## config.mk

```make
export PLATFORM = sky130hd
export DESIGN_NAME = upa_front
export DESIGN_NICKNAME = d
export VERILOG_FILES = /design/src/sv/upa_pkg.sv /design/src/sv/upa_front.sv
export SDC_FILE = /design/constraint.sdc
export NUM_CORES = 1
export LEC_CHECK = 0
export BUFFER_PORTS_ARGS = -buffer_cell sky130_fd_sc_hd__buf_4
export CAP_MARGIN = 20
export CORE_UTILIZATION = 45
export DETAILED_ROUTE_END_ITERATION = 10
export PLACE_DENSITY_LB_ADDON = 0.25
export REMOVE_ABC_BUFFERS = 1
export SLEW_MARGIN = 20
export SYNTH_ARGS = -nofsm -noshare
export SYNTH_HDL_FRONTEND = slang
export SYNTH_SLANG_ARGS = --single-unit
```

## constraint.sdc

```tcl
create_clock -name clk -period 37.2 [get_ports clk]
set_clock_uncertainty 0.2 [all_clocks]
set_input_delay 7.44 -clock clk [delete_from_list [all_inputs] [get_ports clk]]
set_output_delay 7.44 -clock clk [all_outputs]
set_load 0.01 [all_outputs]
```

## src/sv/upa_pkg.sv

```systemverilog
// Shared types, codes and saturation helpers for the uncertainty propagation ALU.
// Used by the front end, the queue, the back end and the top level.
`default_nettype none
package upa_pkg;

  localparam int DW = 32;
  localparam int EW = 31;
  localparam int FB = 16;

  localparam logic [47:0] POS_LIMIT = 48'h0000_7FFF_FFFF;
  localparam logic [47:0] NEG_LIMIT = 48'h0000_8000_0000;
  localparam logic [DW-1:0] VAL_MAX = {1'b0, {(DW-1){1'b1}}};
  localparam logic [DW-1:0] VAL_MIN = {1'b1, {(DW-1){1'b0}}};
  localparam logic [EW-1:0] ERR_MAX = {EW{1'b1}};

  typedef enum logic [2:0] {
    OP_ADD        = 3'd0,
    OP_SUB        = 3'd1,
    OP_DIV        = 3'd2,
    OP_ADD_SCALAR = 3'd3,
    OP_SUB_SCALAR = 3'd4,
    OP_MUL_SCALAR = 3'd5
  } op_t;

  typedef enum logic [2:0] {
    K_SUM,
    K_SHIFT,
    K_DIV,
    K_DIVZ,
    K_MUL,
    K_PASS
  } kind_t;

  typedef enum logic [1:0] {
    ST_OK   = 2'd0,
    ST_DIVZ = 2'd1,
    ST_SAT  = 2'd2
  } status_t;

  typedef struct packed {
    kind_t           kind;
    logic            neg;
    logic [DW-1:0]   am;
    logic [DW-1:0]   bm;
    logic [EW-1:0]   ea;
    logic [EW-1:0]   eb;
    logic [DW:0]     sum;
    logic [DW-1:0]   a_raw;
  } entry_t;

  typedef struct packed {
    logic          sat;
    logic [DW-1:0] val;
  } vpack_t;

  function automatic vpack_t pack_value(input logic neg, input logic [47:0] mag);
    vpack_t r;
    r.sat = 1'b0;
    r.val = neg ? (~mag[DW-1:0] + {{(DW-1){1'b0}}, 1'b1}) : mag[DW-1:0];
    if (!neg && mag > POS_LIMIT) begin
      r.sat = 1'b1;
      r.val = VAL_MAX;
    end else if (neg && mag > NEG_LIMIT) begin
      r.sat = 1'b1;
      r.val = VAL_MIN;
    end
    return r;
  endfunction

  function automatic vpack_t sat_sum(input logic [DW:0] s);
    vpack_t r;
    r.sat = s[DW] ^ s[DW-1];
    r.val = r.sat ? (s[DW] ? VAL_MIN : VAL_MAX) : s[DW-1:0];
    return r;
  endfunction

endpackage
`default_nettype wire

```

## src/sv/upa_front.sv

```systemverilog
// Front end: accepts input transactions, splits signs and magnitudes, classifies.
// Produces upa_pkg::entry_t for the queue; depends on upa_pkg.
`default_nettype none
module upa_front (
  input  wire logic        clk,
  input  wire logic        rst,
  input  wire logic        item_valid,
  output logic             item_stall,
  input  wire logic [2:0]  operation,
  input  wire logic [31:0] a_value,
  input  wire logic [30:0] a_error,
  input  wire logic [31:0] b_value,
  input  wire logic [30:0] b_error,
  output logic             push_valid,
  output upa_pkg::entry_t  push_data,
  input  wire logic        push_full
);

  logic            held;
  upa_pkg::entry_t slot;
  upa_pkg::entry_t cls;
  logic            a_neg;
  logic            b_neg;
  logic [31:0]     am;
  logic [31:0]     bm;
  logic [32:0]     s_add;
  logic [32:0]     s_sub;

  assign item_stall = held && push_full;
  assign push_valid = held;
  assign push_data  = slot;

  always_comb begin
    a_neg = a_value[31];
    b_neg = b_value[31];
    am    = a_neg ? (~a_value + 32'd1) : a_value;
    bm    = b_neg ? (~b_value + 32'd1) : b_value;
    s_add = {a_value[31], a_value} + {b_value[31], b_value};
    s_sub = {a_value[31], a_value} - {b_value[31], b_value};
    cls.neg   = a_neg ^ b_neg;
    cls.am    = am;
    cls.bm    = bm;
    cls.ea    = a_error;
    cls.eb    = b_error;
    cls.sum   = s_add;
    cls.a_raw = a_value;
    unique case (upa_pkg::op_t'(operation))
      upa_pkg::OP_ADD:        cls.kind = upa_pkg::K_SUM;
      upa_pkg::OP_SUB: begin
        cls.kind = upa_pkg::K_SUM;
        cls.sum  = s_sub;
      end
      upa_pkg::OP_DIV:        cls.kind = (bm == '0) ? upa_pkg::K_DIVZ : upa_pkg::K_DIV;
      upa_pkg::OP_ADD_SCALAR: cls.kind = upa_pkg::K_SHIFT;
      upa_pkg::OP_SUB_SCALAR: begin
        cls.kind = upa_pkg::K_SHIFT;
        cls.sum  = s_sub;
      end
      upa_pkg::OP_MUL_SCALAR: cls.kind = upa_pkg::K_MUL;
      default:                cls.kind = upa_pkg::K_PASS;
    endcase
  end

  always_ff @(posedge clk) begin
    if (rst) begin
      held <= 1'b0;
    end else if (!item_stall) begin
      held <= item_valid;
    end
  end

  always_ff @(posedge clk) begin
    if (item_valid && !item_stall) begin
      slot <= cls;
    end
  end

endmodule
`default_nettype wire

```

; ---- Yosys cells after proc, flatten, opt, wreduce, memory -nomap -nowiden
; Cells that the tools add are included.
[word_totals]
reg_bits = 196
latchBits = 0
mem_bits_rw = 0
romBits = 0
input_bits = 133
out_inout_bits = 197
memories = 0
[classes]
add_sub_neg = 4
mul = 0
n_div = 0
magnitude_cmp = 0
n_eq_ne = 5
shifts = 0
mux = 5
n_bitwise = 3
n_reduce_logical = 8
[ops]
columns = operator, count
row1 = $add A32 B1 Y32 const B, 2
row2 = $not A32 Y32, 2
row3 = $add A32 B32 Y33, 1
row4 = $mux W33, 1
row5 = $sub A32 B32 Y33, 1
row6 = $logic_not A32 Y1, 1
row7 = $mux W32, 1
row8 = $mux W31, 1
row9 = $pmux W3 S4, 1
row10 = $eq A3 B2 Y1 const B, 2
row11 = $eq A3 B3 Y1 const B, 2
row12 = $reduce_or A2 Y1, 3
row13 = $eq A3 B1 Y1 const B, 1
row14 = $logic_not A3 Y1, 1
row15 = $logic_and A1 B1 Y1, 2
row16 = $logic_not A1 Y1, 1
row17 = $mux W1, 1
row18 = $xor A1 B1 Y1, 1

; ---- Depth between registers and ports, before layout
[logic_depth]
ltp_word = 6
depth_mapped = 20
ltp_nobuf = 17

; ---- Least setup slack after synthesis
; No wires, ideal clock.
[synth_path]
path_kind = in2reg
startpoint = in push_full
endpoint = reg slot (netlist bit push_data[100]) (enable)
setup_time_ns = 0.773
arrival_ns = 16.185
t_required_ns = 36.227
setup_slack_ns = 20.042
path_stages = 2
n_path_buf = 0
path_cell_list = and2_1 nor2b_1
[synth_via]
elab_chain_cells = 3
[synth_rtl]
columns = item, line_no
row1 = from (decl), upa_front.sv:16  ; input wire logic push_full
row2 = $logic_and A1 B1 Y1, upa_front.sv:29  ; assign item_stall = held && push_full;
row3 = $logic_not A1 Y1, upa_front.sv:73  ; if (item_valid && !item_stall) begin
row4 = $logic_and A1 B1 Y1, upa_front.sv:73
row5 = to (signal assigned), upa_front.sv:74  ; slot <= cls;
row6 = to (decl), upa_front.sv:20  ; upa_pkg::entry_t slot;
; No other way between the ends.
; A chain may end at the register's enable or synchronous reset.

; ---- Worst setup path in the final report
[layout_path]
startpoint = in push_full
endpoint = out item_stall
[layout_via]
elab_chain_cells = 1
[layout_rtl]
columns = item, line_no
row1 = $logic_and A1 B1 Y1, upa_front.sv:29
row2 = to (decl), upa_front.sv:8  ; output logic item_stall,
; No other way between the ends.

==> flow_summary_export.csv <==
group,metric,value,unit
die,initial_core_util,46.0,%
logic_synthesis,synth_top_area_cell,"edfxtp_1",
clock_tree,post_cts_resized,0,
logic_synthesis,yosysWarningCount,0,
critical_path,arrival,7.89,ns
drt,routed_wl,25100,um
logic_synthesis,synthTopCellsByCount,"edfxtp_1, xnor2_1, nand2_1, o21ai_0, xor2_1",
cells_and_area,antenna_cells,0,
timing,holdWs,0.469,ns
cells_and_area,fillers,1692,
timing,finalCritPeriodShare,41.7,%
logic_synthesis,yosysSeqAreaShare,60.3,%
placement,gp_congestion,0.850,
logic_synthesis,syn-mean-instance-area,12.8,um2
critical_path,path_class,"in -> out",
clock_tree,cts_max_path_buffers,2,
run,cap_violations,0,
cells_and_area,seqCellArea,5850,um2
clock_tree,path_clk_slew,0.08,ns
die,io_pins,330,
die,fp-row-count,53,
logic_synthesis,synth-seq-cells,195,
timing,finalHoldViolCount,0,
cells_and_area,multi_input_area,3570,um2
global_routing,overflow,0,
global_routing,globalRouteTotalUtil,22.3,%
cells_and_area,drive_gt1_share,35.2,%
drt,first_pass_iters,5,
timing,setup-tns-final,0,ns
logic_synthesis,async_flop_share,0,%
critical_path,crit_start,"push_full",
drt,routedWlPerCell,18.5,um
power,power_density,46.0,nW/um2
hold_path,holdPathStages,3,
drt,drt_iter0_drc,410,
critical_path,regToRegSetupSlack,35.08,ns
clock_tree,htree_num_levels,4,
drt,ant_nets,0,
drt,viasPerCell,5.23,
timing,setup_viol,0,
die,die_h,149,um
placement,pre_cts_ws,21.67,ns
critical_path,worstPathRequired,29.56,ns
die,core_area,21100,um2
timing,rsz0062_at_grt,"no",
clock_tree,clock_sinks,195,
logic_synthesis,ys_types,66,
die,die_x,149,um
power,ir_worst_vdd,0.0261,mV
timing,slew_violations,0,
cells_and_area,area_delta_synth_final,33.2,%
clock_tree,cts-root-buf,"clkbuf_16",
logic_synthesis,synth_ff_type,"edfxtp_1",
power,power_leakage,5.28,nW
placement,dp_hpwl,18500,um
die,dieArea,22100,um2
logic_synthesis,netlist_area,9700,um2
global_routing,grt_pass1_vias,6687,
outcome,run_status,"complete, no violations",
drt,route.detailed.drc,0,
critical_path,worstSetupEndpoint,"item_stall",
cells_and_area,fin_util,61.2,%
clock_tree,post-cts-setup-buffer-count,0,
logic_synthesis,synthTopCellsByArea,"edfxtp_1, xnor2_1, ha_1",
critical_path,r2r_cells,3,
global_routing,antenna_found_initial,0,
placement,io_buffer_count,329,
logic_synthesis,syn_inst,757,
timing,max-slew-margin-rel,25.9,%
logic_synthesis,yosysTopAreaCellShare,60.1,%
timing,post-route-min-period,15.53,ns
timing,worst_slack,21.67,ns
drt,vias,7113,
timing,max_freq,64.4,MHz
hold_path,hp-class,"reg -> reg",
clock_tree,cts_tree,"yes",
global_routing,grt_pass1_wl,37400,um
clock_tree,cts_buffers,17,
timing,tightest_slew,1.11,ns
critical_path,worst-path-max-fanout,3,
cells_and_area,nets,1241,
clock_tree,insertion_delay,0.44,ns
critical_path,startpoint_type,"primary input",
logic_synthesis,synth.most_common_cell,"edfxtp_1",
logic_synthesis,synth_edf_count,194,
critical_path,r2r-start,"push_valid",
global_routing,grt_max_degree,195,
clock_tree,cts_hold_buffers,0,
critical_path,crit_path_end_kind,"output pin",
critical_path,rr_endpoint,"push_data[140]",
[layer usage]
metal	GRT usage, %	vias up	wire length, um
li1	-	3452	-
met5	0	-	0
met1	27.6	3385	10300
met4	7.86	0	563
met3	6.15	26	1920
met2	37.6	250	12400
[worst min-delay path by stage]
stage	startpoint	end	slack [ns]
after floorplan	push_valid	push_valid	0.48
after global placement	push_valid	push_valid	0.45
after detailed placement	push_valid	push_valid	0.46
after CTS	push_valid	push_valid	0.47
after global routing	push_valid	push_valid	0.54
final	push_valid	push_valid	0.47
[kinds of logic after synthesis]
logic type               Yosys count  share of synthesized area (%)
AND/OR/NAND/NOR                  208                           11.1
adder cells (fa/ha/maj)           36                           4.72
AO/OA/AOI/OAI                    152                           10.0
multiplexers                       2                          0.219
buffers and inverters             45                           2.94
XOR/XNOR                         119                           10.7
flip-flops                       195                           60.3
[critical path, stage by stage]
cell and delay, ns:
buf_4 0.10, and2_1 0.19, buf_4 0.16
[sequential cells by signal (all words and copies together), names as in the netlist]
register    cells
push_data     194
push_valid      1
[layout make-up]
cell class                      count  share of cell area (%)
Multi-Input combinational cell    517                    27.7
Clock buffer                       17                    3.30
Sequential cell                   195                    45.3
Tap cell                          275                    2.67
Clock inverter                     15                    1.45
Inverter                           10                   0.291
Timing Repair Buffer              331                    19.3
[placed cells by master (no fill, tap or decap), types with 12 or more instances in the layout]
master       n
nor2_1      34
nand2_1     70
xnor2_1     72
xor2_1      47
o31ai_1     17
edfxtp_1   194
nand3_1     12
ha_1        35
nand2b_1    13
or3_1       15
clkbuf_16   17
o21ai_0     48
a21oi_1     30
a21o_1      13
buf_4      330
[report_power, final]
| group | switching, mW | internal (mW) |
|---|---|---|
| logic | 0.0707 | 0.0623 |
| registers | 0.00575 | 0.269 |
| clock network | 0.0952 | 0.0916 |
| total | 0.172 | 0.423 |
[stage by stage]
stage          std cells  total power, mW  instance area [um2]
2_1_floorplan        722            0.353                 9450
3_3_place_gp        1328            0.410                12300
3_5_place_dp        1328            0.413                12300
4_1_cts             1360            0.599                12900
5_1_grt             1360            0.619                12900
6_report            1360            0.594                12900
Power figures use the tool's default switching activity.
