`src/sv/upa_pkg.sv`:
```
// Shared types, codes and saturation helpers for the uncertainty propagation ALU.
// Used by the front end, the queue, the back end and the top level.
`default_nettype none
package upa_pkg;

  localparam int DW = 32;
  localparam int EW = 31;
  localparam int FB = 16;

  localparam logic [47:0] POS_LIMIT = 48'h0000_7FFF_FFFF;
  localparam logic [47:0] NEG_LIMIT = 48'h0000_8000_0000;
  localparam logic [DW-1:0] VAL_MAX = {1'b0, {(DW-1){1'b1}}};
  localparam logic [DW-1:0] VAL_MIN = {1'b1, {(DW-1){1'b0}}};
  localparam logic [EW-1:0] ERR_MAX = {EW{1'b1}};

  typedef enum logic [2:0] {
    OP_ADD        = 3'd0,
    OP_SUB        = 3'd1,
    OP_DIV        = 3'd2,
    OP_ADD_SCALAR = 3'd3,
    OP_SUB_SCALAR = 3'd4,
    OP_MUL_SCALAR = 3'd5
  } op_t;

  typedef enum logic [2:0] {
    K_SUM,
    K_SHIFT,
    K_DIV,
    K_DIVZ,
    K_MUL,
    K_PASS
  } kind_t;

  typedef enum logic [1:0] {
    ST_OK   = 2'd0,
    ST_DIVZ = 2'd1,
    ST_SAT  = 2'd2
  } status_t;

  typedef struct packed {
    kind_t           kind;
    logic            neg;
    logic [DW-1:0]   am;
    logic [DW-1:0]   bm;
    logic [EW-1:0]   ea;
    logic [EW-1:0]   eb;
    logic [DW:0]     sum;
    logic [DW-1:0]   a_raw;
  } entry_t;

  typedef struct packed {
    logic          sat;
    logic [DW-1:0] val;
  } vpack_t;

  function automatic vpack_t pack_value(input logic neg, input logic [47:0] mag);
    vpack_t r;
    r.sat = 1'b0;
    r.val = neg ? (~mag[DW-1:0] + {{(DW-1){1'b0}}, 1'b1}) : mag[DW-1:0];
    if (!neg && mag > POS_LIMIT) begin
      r.sat = 1'b1;
      r.val = VAL_MAX;
    end else if (neg && mag > NEG_LIMIT) begin
      r.sat = 1'b1;
      r.val = VAL_MIN;
    end
    return r;
  endfunction

  function automatic vpack_t sat_sum(input logic [DW:0] s);
    vpack_t r;
    r.sat = s[DW] ^ s[DW-1];
    r.val = r.sat ? (s[DW] ? VAL_MIN : VAL_MAX) : s[DW-1:0];
    return r;
  endfunction

endpackage
`default_nettype wire

```
`src/sv/upa_fifo.sv`:
```
// Short queue between the front end and the back end.
// Holds upa_pkg::entry_t transactions; depends on upa_pkg.
`default_nettype none
module upa_fifo #(
  parameter int DEPTH = 4
) (
  input  wire logic            clk,
  input  wire logic            rst,
  input  wire logic            push_valid,
  input  wire upa_pkg::entry_t push_data,
  output logic                 full,
  output logic                 pop_valid,
  output upa_pkg::entry_t      pop_data,
  input  wire logic            pop
);

  localparam int AW = (DEPTH > 1) ? $clog2(DEPTH) : 1;
  localparam int CW = $clog2(DEPTH + 1);
  localparam logic [AW-1:0] LAST = AW'(DEPTH - 1);
  localparam logic [CW-1:0] FULL_COUNT = CW'(DEPTH);

  upa_pkg::entry_t mem [DEPTH];
  logic [AW-1:0] wr_ptr;
  logic [AW-1:0] rd_ptr;
  logic [CW-1:0] count;
  logic          do_push;
  logic          do_pop;

  assign full      = count == FULL_COUNT;
  assign pop_valid = count != '0;
  assign pop_data  = mem[rd_ptr];
  assign do_push   = push_valid && !full;
  assign do_pop    = pop && pop_valid;

  always_ff @(posedge clk) begin
    if (do_push) begin
      mem[wr_ptr] <= push_data;
    end
  end

  always_ff @(posedge clk) begin
    if (rst) begin
      wr_ptr <= '0;
      rd_ptr <= '0;
      count  <= '0;
    end else begin
      if (do_push) begin
        wr_ptr <= (wr_ptr == LAST) ? '0 : wr_ptr + 1'b1;
      end
      if (do_pop) begin
        rd_ptr <= (rd_ptr == LAST) ? '0 : rd_ptr + 1'b1;
      end
      if (do_push && !do_pop) begin
        count <= count + 1'b1;
      end else if (do_pop && !do_push) begin
        count <= count - 1'b1;
      end
    end
  end

endmodule
`default_nettype wire

```
`config.mk`:
```
export PLATFORM = sky130hd
export DESIGN_NAME = upa_fifo
export DESIGN_NICKNAME = d
export VERILOG_FILES = /design/src/sv/upa_pkg.sv /design/src/sv/upa_fifo.sv
export SDC_FILE = /design/constraint.sdc
export NUM_CORES = 1
export LEC_CHECK = 0
export BUFFER_PORTS_ARGS = -buffer_cell sky130_fd_sc_hd__buf_2
export CAP_MARGIN = 15
export CORE_UTILIZATION = 50
export DETAILED_ROUTE_END_ITERATION = 10
export PLACE_DENSITY = 0.77
export SLEW_MARGIN = 0
export SYNTH_ARGS = -nofsm -noshare
export SYNTH_HDL_FRONTEND = slang
export SYNTH_SLANG_ARGS = --single-unit
```
`constraint.sdc`:
```
create_clock -name clk -period 5.97 [get_ports clk]
set_input_delay 0.597 -clock clk [delete_from_list [all_inputs] [get_ports clk]]
set_output_delay 0.597 -clock clk [all_outputs]
set_load 0.005 [all_outputs]
```
; ---- Yosys cells after proc, flatten, opt, wreduce, memory -nomap -nowiden
; Memories as Yosys holds them, arrays and structs flattened. A register that Yosys moved wholly into a read port is not among the register bits.
; Cells that the tools add are included.
[totals]
regBits = 7
latchBits = 0
ramBits = 780
rom_bits = 0
input_bits = 199
output_inout_bits = 197
elab_cells = 28
n_memories = 1
[op_classes]
add_sub_neg = 4
n_mul = 0
n_div = 0
order_cmp = 0
n_eq_ne = 3
n_shift = 0
mux = 8
bitwise = 0
n_reduce_logical = 9
[memory_table]
columns = name, words, width, read_ports, rd_ports_with_merged_regs, write_ports, line
row1 = mem, 4, 195, 1, 1, 1, upa_fifo.sv:22  ; upa_pkg::entry_t mem [DEPTH];
[ops]
columns = op, count
row1 = 2-to-1 mux 2 bit, 4
row2 = 2-to-1 mux 3 bit, 2
row3 = "adder 2 x 1 -> 2 bit, second input constant", 2
row4 = "equality test 2 bit, second input constant", 2
row5 = logical AND 1 bit, 4
row6 = "adder 3 x 1 -> 3 bit, second input constant", 1
row7 = "equality test 3 bit, second input constant", 1
row8 = zero test 1 bit, 3
row9 = nonzero test 3 bit, 1
row10 = "subtractor 3 x 1 -> 3 bit, second input constant", 1
row11 = 2-to-1 mux 1 bit, 2
row12 = nonzero test 2 bit, 1

; ---- Longest topological paths before layout
; Gate-level depths: netlist of the first run.
[depth]
word_depth = 7
mapped_depth = 10
ltp_nobuf = 9

; ---- Worst setup path before layout of the first run
; OpenSTA, ideal clock, no wires.
[synth_path]
path_type = register to register
from = reg count[0]
to = mem mem[0][0] (netlist bit), enable pin
setup_time_ps = 581
t_arrival_ps = 5169
required_ps = 5389
path_slack_ps = 220
stages_incl_launch_ff = 4
path_buffers = 1
synth_period_minus_slack_ps = 5750
cell_sequence = dfxtp_1 > or3b_1 > buf_2 > and3_1
[synth_via]
elab_chain_len = 5
[synth_rtl]
columns = item, line
row1 = "start, declared", upa_fifo.sv:25  ; logic [CW-1:0] count;
row2 = "start signal, assigned", upa_fifo.sv:54  ; count <= count + 1'b1;
row3 = "start signal, assigned", upa_fifo.sv:56  ; count <= count - 1'b1;
row4 = equality test 3 bit, upa_fifo.sv:29  ; assign full = count == FULL_COUNT;
row5 = zero test 1 bit, upa_fifo.sv:32  ; assign do_push = push_valid && !full;
row6 = logical AND 1 bit, upa_fifo.sv:32
row7 = 2-to-1 mux 1 bit, upa_fifo.sv:36  ; if (do_push) begin
row8 = 2-to-1 mux 1 bit (implied by the code), upa_fifo.sv:37  ; mem[wr_ptr] <= push_data;
row9 = "end, declared", upa_fifo.sv:22
; No other way between the ends.

==> run_results.csv, run 1 <==
group,metric,value,unit
worst_setup_path,path_class,"flop to output port",
pwr,p_sw_share,24.2,%
final_layout,fillers,3910,
final_layout,regArea,0.0236,mm²
logic_synthesis,synth_area_leaders,"edfxtp_1 82%, mux4_2 15%, buf_6 0.71%",
pwr,internal_power,10.6,mW
floorplanning,core,0.0565,mm²
clocking,ctsResizeCount,0,
pwr,switchingPower,3.38,mW
worst_setup_path,cp_data_required_time,5.37,ns
logic_synthesis,syn-num-nets,1275,
timing,tns,0,ns
floorplanning,io_pins,396,
logic_synthesis,synth_warnings,0,
route,routedWlPerCell,23.1,µm
logic_synthesis,yosysMostFrequentCell,"edfxtp_1",
logic_synthesis,synth-seq-area-share,82.5,%
logic_synthesis,ys_ff_latch,789,
floorplanning,die_h,241,µm
placement,io_buffers,395,
clocking,postCtsHoldBufs,0,
floorplanning,die-area,0.0582,mm²
logic_synthesis,synth_cell_type_count,22,
min_path,hold_start,"push_data[16]",
logic_synthesis,syn_area,0.0286,mm²
timing,skew,0.0174,ns
floorplanning,start_util,50.6,%
worst_setup_path,startpoint_type,"flop",
pwr,powerDensity,413,mW/mm²
route,vias_per_cell,5.45,
clocking,cts.path.max_buffers,3,
worst_setup_path,cp_max_fo,61,
timing,slew_violations,0,
final_layout,fin_area,0.0338,mm²
clocking,cts_buffers,77,
route,drtPass1Iterations,4,
clocking,cts-htree-levels,3,
final_layout,final_nets,1717,
timing,fmax,284,MHz
global_routing,antenna_found_initial,16,
pwr,peakVddDrop,0.000386,V
final_layout,drive_above_1_share,45.5,%
final_layout,synthToLayoutAreaGrowth,18.1,%
job,cap_violations,0,
min_path,hp-class,"input pin to flop",
worst_setup_path,reg2reg_from,"count[0]$_SDFFE_PP0P_",
logic_synthesis,synth-main-ff-cell,"edfxtp_1",
clocking,path_clk_slew,0.06,ns
placement,hpwl,31.7,mm
timing,worst_pin_slew,0.894,ns
clocking,clock-root-buffer,"clkbuf_16",
logic_synthesis,synth.top_cell.area_share,81.9,%
clocking,clock_latency,0.60,ns
global_routing,grt_max_degree,113,
floorplanning,die_w,241,µm
pwr,seq_power_share,49.4,%
placement,gp_congestion,0.715,
pwr,clockPowerShare,32.3,%
global_routing,overflow,0,
timing,slew_headroom,40.4,%
logic_synthesis,synth.largest_area_cell,"edfxtp_1",
timing,post-route-min-period,3.53,ns
logic_synthesis,syn_inst,1069,
logic_synthesis,async_flop_share,0,%
logic_synthesis,synthTopCellsByCount,"780 x edfxtp_1, 195 x mux4_2, 22 x buf_2",
global_routing,grt_usage,18.6,%
placement,dpl_cell_area,0.0314,mm²
timing,fin_crit_sh,59.0,%
route,routed_wirelength,54.0,mm
clocking,cts_tree,"built",
clocking,post_cts_buffers,0,
global_routing,first_global_vias,13338,
pwr,combPwrFrac,18.3,%
status,outcome,"complete, no violations",
worst_setup_path,critPathArrivalTime,2.93,ns
timing,rsz0062_at_grt,"false",
logic_synthesis,syn_avg_cell_area,26.8,µm²
floorplanning,std_cell_rows,87,
route,vias,12728,
worst_setup_path,end_kind,"output port",
timing,setup_violations,0,
final_layout,multi_input_area,0.00467,mm²
pwr,p_leak,11.2,nW
timing,hold_violations,0,
route,drc,0,
logic_synthesis,synth_edf_count,780,
clocking,cts_sinks,789,
route,final_antenna_net_count,0,
global_routing,grt_pass1_wl,79.7,mm
route,drt_iter0_drc,757,
[cells in the final DEF, fill, tap and decap left out, types with 4 or more instances in the layout]
master,netlist,layout
buf_2,22,395
clkinv_2,0,14
clkbuf_1,6,24
ha_1,6,6
inv_1,4,4
dfxtp_1,9,7
buf_12,0,7
clkinv_1,0,10
edfxtp_1,780,780
clkbuf_16,0,81
diode_2,0,9
nor2_1,4,4
mux4_2,195,195
and3_4,0,4
buf_4,0,7
[logic make-up after synthesis]
| logic type | count (synthesis) | synth area share [%] |
|---|---|---|
| multiplexers | 197 | 15.4 |
| XOR/XNOR | 2 | 0.0612 |
| buffers and inverters | 51 | 1.24 |
| AO/OA/AOI/OAI | 7 | 0.140 |
| adder cells (fa/ha/maj) | 7 | 0.332 |
| flip-flops | 789 | 82.5 |
| AND/OR/NAND/NOR | 16 | 0.302 |
[stage by stage]
stage	setup slack (ns)	utilization (%)	power, mW	std cells	hold WS [ns]
after floorplan	0.220	-	8.66	1069	0.463
after global routing	2.22	59.8	14.6	2329	0.171
final	2.44	59.8	14.0	2334	0.207
after detailed placement	2.96	55.6	9.64	2188	0.506
after global placement	2.99	55.6	9.58	2188	0.464
after CTS	2.31	59.8	14.2	2325	0.157
[critical path, cell delays in order (launching register included)]
cell,delay (ns)
dfxtp_4,0.94
buf_12,0.42
mux4_2,0.62
buf_2,0.16
[routing by layer]
metal | GRT usage (%) | up-vias | share of wire, %
met2 | 30.1 | 376 | 50
met1 | 23.6 | 6676 | 40
met5 | 0 | - | 0.27
met4 | 6.58 | 22 | 2.4
li1 | - | 5553 | -
met3 | 6.23 | 101 | 7.9
[power groups by stage]
stage          sequential (mW)  combinational [mW]  clock, mW
6_report                  6.90                2.56       4.51
5_1_grt                   6.95                2.78       4.83
4_1_cts                   6.91                2.64       4.63
3_5_place_dp              7.02                2.62          0
3_3_place_gp              6.98                2.60          0
2_1_floorplan             7.00                1.66          0
[path summary, 6_finish.rpt]
check | cells past startpoint | to | slack (ns)
worst min register to register | 2 | flop | 0.52
worst max register to register | 3 | mem[3][69]$_DFFE_PP_ | 3.32
worst min-delay path | 1 | mem[1][16]$_DFFE_PP_ | 0.21
worst max-delay path | 3 | pop_data[66] | 2.44
[state kept, by name (all words and copies together), names as in the netlist, named ones only]
| name | flops |
|---|---|
| mem | 780 |
| count | 3 |
| rd_ptr | 2 |
| wr_ptr | 2 |
[cell type report]
cell class              instances  area share (%)
repair buffers                409            6.42
inverters                       5          0.0555
clock buffers                 106            6.31
clock inverters                31           0.666
multi-input cells             229            13.8
well taps                     756            2.80
flip-flops and latches        789            69.9
diodes                          9          0.0666
No activity file was read; power rests on OpenSTA's default activity.
==> inputs of run 2 (changes only) <==
--- a/config.mk
+++ b/config.mk
@@ -9,7 +9,7 @@
 export CAP_MARGIN = 15
 export CORE_UTILIZATION = 50
 export DETAILED_ROUTE_END_ITERATION = 10
-export PLACE_DENSITY = 0.77
+export PLACE_DENSITY = 0.74
 export SLEW_MARGIN = 0
 export SYNTH_ARGS = -nofsm -noshare
 export SYNTH_HDL_FRONTEND = slang
==> constraint.sdc (replaced) <==
create_clock -name clk -period 3.5 [get_ports clk]
set_input_delay 0.35 -clock clk [delete_from_list [all_inputs] [get_ports clk]]
set_output_delay 0.35 -clock clk [all_outputs]
set_load 0.005 [all_outputs]
==> run 2 against run 1 <==
Effect of this change:
- worst setup slack worse by 1.8 ns
- highest routed layer unchanged
- utilization is 4.3 points higher
- largest cell class unchanged
- final cell count grew 9.4%
- largest power group unchanged
==> run_results.csv, run 2 (same netlist as run 1, synthesis figures left out) <==
group,metric,value,unit
global_routing,busiest_layer,"met2",
global_routing,grt_use_met1,25.7,%
worst_setup_path,cp_max_fo,21,
job,cap_violations,0,
timing,setup_ws,0.666,ns
global_routing,use_met3,5.11,%
floorplanning,start_util,50.6,%
route,drc,0,
worst_setup_path,reg2reg_from,"count[0]$_SDFFE_PP0P_",
route,final_antenna_net_count,0,
worst_setup_path,r2r_setup_slack,1.14,ns
timing,skew,0.0205,ns
route,vias_per_cell,5.42,
global_routing,grt_max_degree,76,
floorplanning,io_pins,396,
floorplanning,core,0.0565,mm²
clocking,cts-htree-levels,3,
clocking,path_clk_slew,0.06,ns
status,outcome,"complete, no violations",
route,vias,13833,
floorplanning,die-area,0.0582,mm²
placement,hpwl,34.2,mm
timing,hold_violations,0,
route,drtPass1Iterations,5,
clocking,cts.path.max_buffers,3,
clocking,clock-root-buffer,"clkbuf_16",
global_routing,grt_use_met2,33.8,%
final_layout,final_core_util,64.1,%
final_layout,multi_input_area,0.00467,mm²
timing,fmax,353,MHz
clocking,cts_tree,"built",
timing,slew_headroom,48.6,%
placement,io_buffers,395,
pwr,p_leak,12.2,nW
timing,post-route-min-period,2.83,ns
final_layout,top_register,"mem",
final_layout,synthToLayoutAreaGrowth,26.6,%
final_layout,drive_above_1_share,41.3,%
global_routing,first_global_vias,14724,
worst_setup_path,end_kind,"output port",
route,routed_wirelength,58.7,mm
placement,gp_congestion,0.737,
placement,dp_slack,1.15,ns
final_layout,fillers,3614,
worst_setup_path,cp_data_required_time,3.15,ns
global_routing,antenna_found_initial,8,
floorplanning,die_h,241,µm
worst_setup_path,critPathArrivalTime,2.48,ns
floorplanning,std_cell_rows,87,
clocking,cts_buffers,77,
route,drt_iter0_drc,987,
global_routing,grt_pass1_wl,86.3,mm
final_layout,largest_reg_flops,780,
final_layout,regArea,0.0236,mm²
final_layout,largestRegisters,"mem (780), count (3)",
worst_setup_path,path_class,"flop to output port",
floorplanning,die_w,241,µm
timing,setup_violations,0,
final_layout,final_nets,1938,
route,routedWlPerCell,23.0,µm
clocking,post_cts_buffers,0,
timing,slew_violations,0,
pwr,peakVddDrop,0.000522,V
clocking,cts_sinks,789,
min_path,hp-class,"input pin to flop",
min_path,hold_start,"push_valid",
timing,fin_crit_sh,81.0,%
global_routing,grt_usage,20.2,%
timing,worst_pin_slew,0.772,ns
final_layout,layout_common_cells,"780 x edfxtp_1, 395 x buf_2, 196 x dlygate4sd3_1",
worst_setup_path,startpoint_type,"flop",
global_routing,overflow,0,
timing,rsz0062_at_grt,"false",
clocking,clock_latency,0.60,ns
timing,whs,0.0867,ns
pwr,powerDensity,680,mW/mm²
final_layout,final_common_cell,"edfxtp_1",
[run 2: cell types whose count changed in the layout (fill, tap and decap cells not counted), sizes merged, moves of 2 or more]
cell,previous run,this run
clkbuf,106,99
buf,409,434
clkinv,27,25
bufinv,2,7
inv,6,8
dlygate4sd3,0,196
[run 2: power by group]
part | internal (mW) | leakage (nW) | switching (mW)
Clock | 4.72 | 1.20 | 3.35
Combinational | 2.51 | 3.81 | 2.34
Sequential | 11.4 | 7.22 | 0.306
[run 2: layout make-up]
type / instances / area share, %
diodes: 8 / 0.0553
well taps: 756 / 2.61
clock buffers: 99 / 5.72
repair buffers: 630 / 12.4
multi-input cells: 229 / 12.9
flip-flops and latches: 789 / 65.2
inverters: 5 / 0.0518
clock inverters: 37 / 1.07
[run 2: worst max-delay path: stages, from the launching register on]
cell and delay, ns:
dfxtp_4 0.63, buf_12 0.27, buf_4 0.26, mux4_2 0.55, buf_2 0.15
[run 2: per-layer routing]
layer  up-vias  routed length [µm]
met5         -                  34
met4         6                1510
met3       110                4180
met2       536               30300
met1      7193               22700
li1       5988                   -
[run 2: worst paths after layout]
kind         depth (start not counted)                endpoint
max                                  4           pop_data[186]
min reg2reg                          2                    flop
min                                  3  wr_ptr[1]$_SDFFE_PP0P_
max reg2reg                          9   count[2]$_SDFFE_PP0P_
[run 2: what timing repair did]
item                                   CTS  global route
endpoints found under the hold margin  782             0
hold buffers                           196             0
gates resized for setup                  0             0
[run 2: through the flow]
step,power (mW),instance area (µm²),cells,TNS [ns]
after floorplan,14.7,28600,1069,-7.10
after global placement,16.5,31800,2213,0
after detailed placement,16.6,31800,2213,0
after CTS,24.9,36200,2545,0
after global routing,25.6,36200,2549,0
final,24.6,36200,2553,0
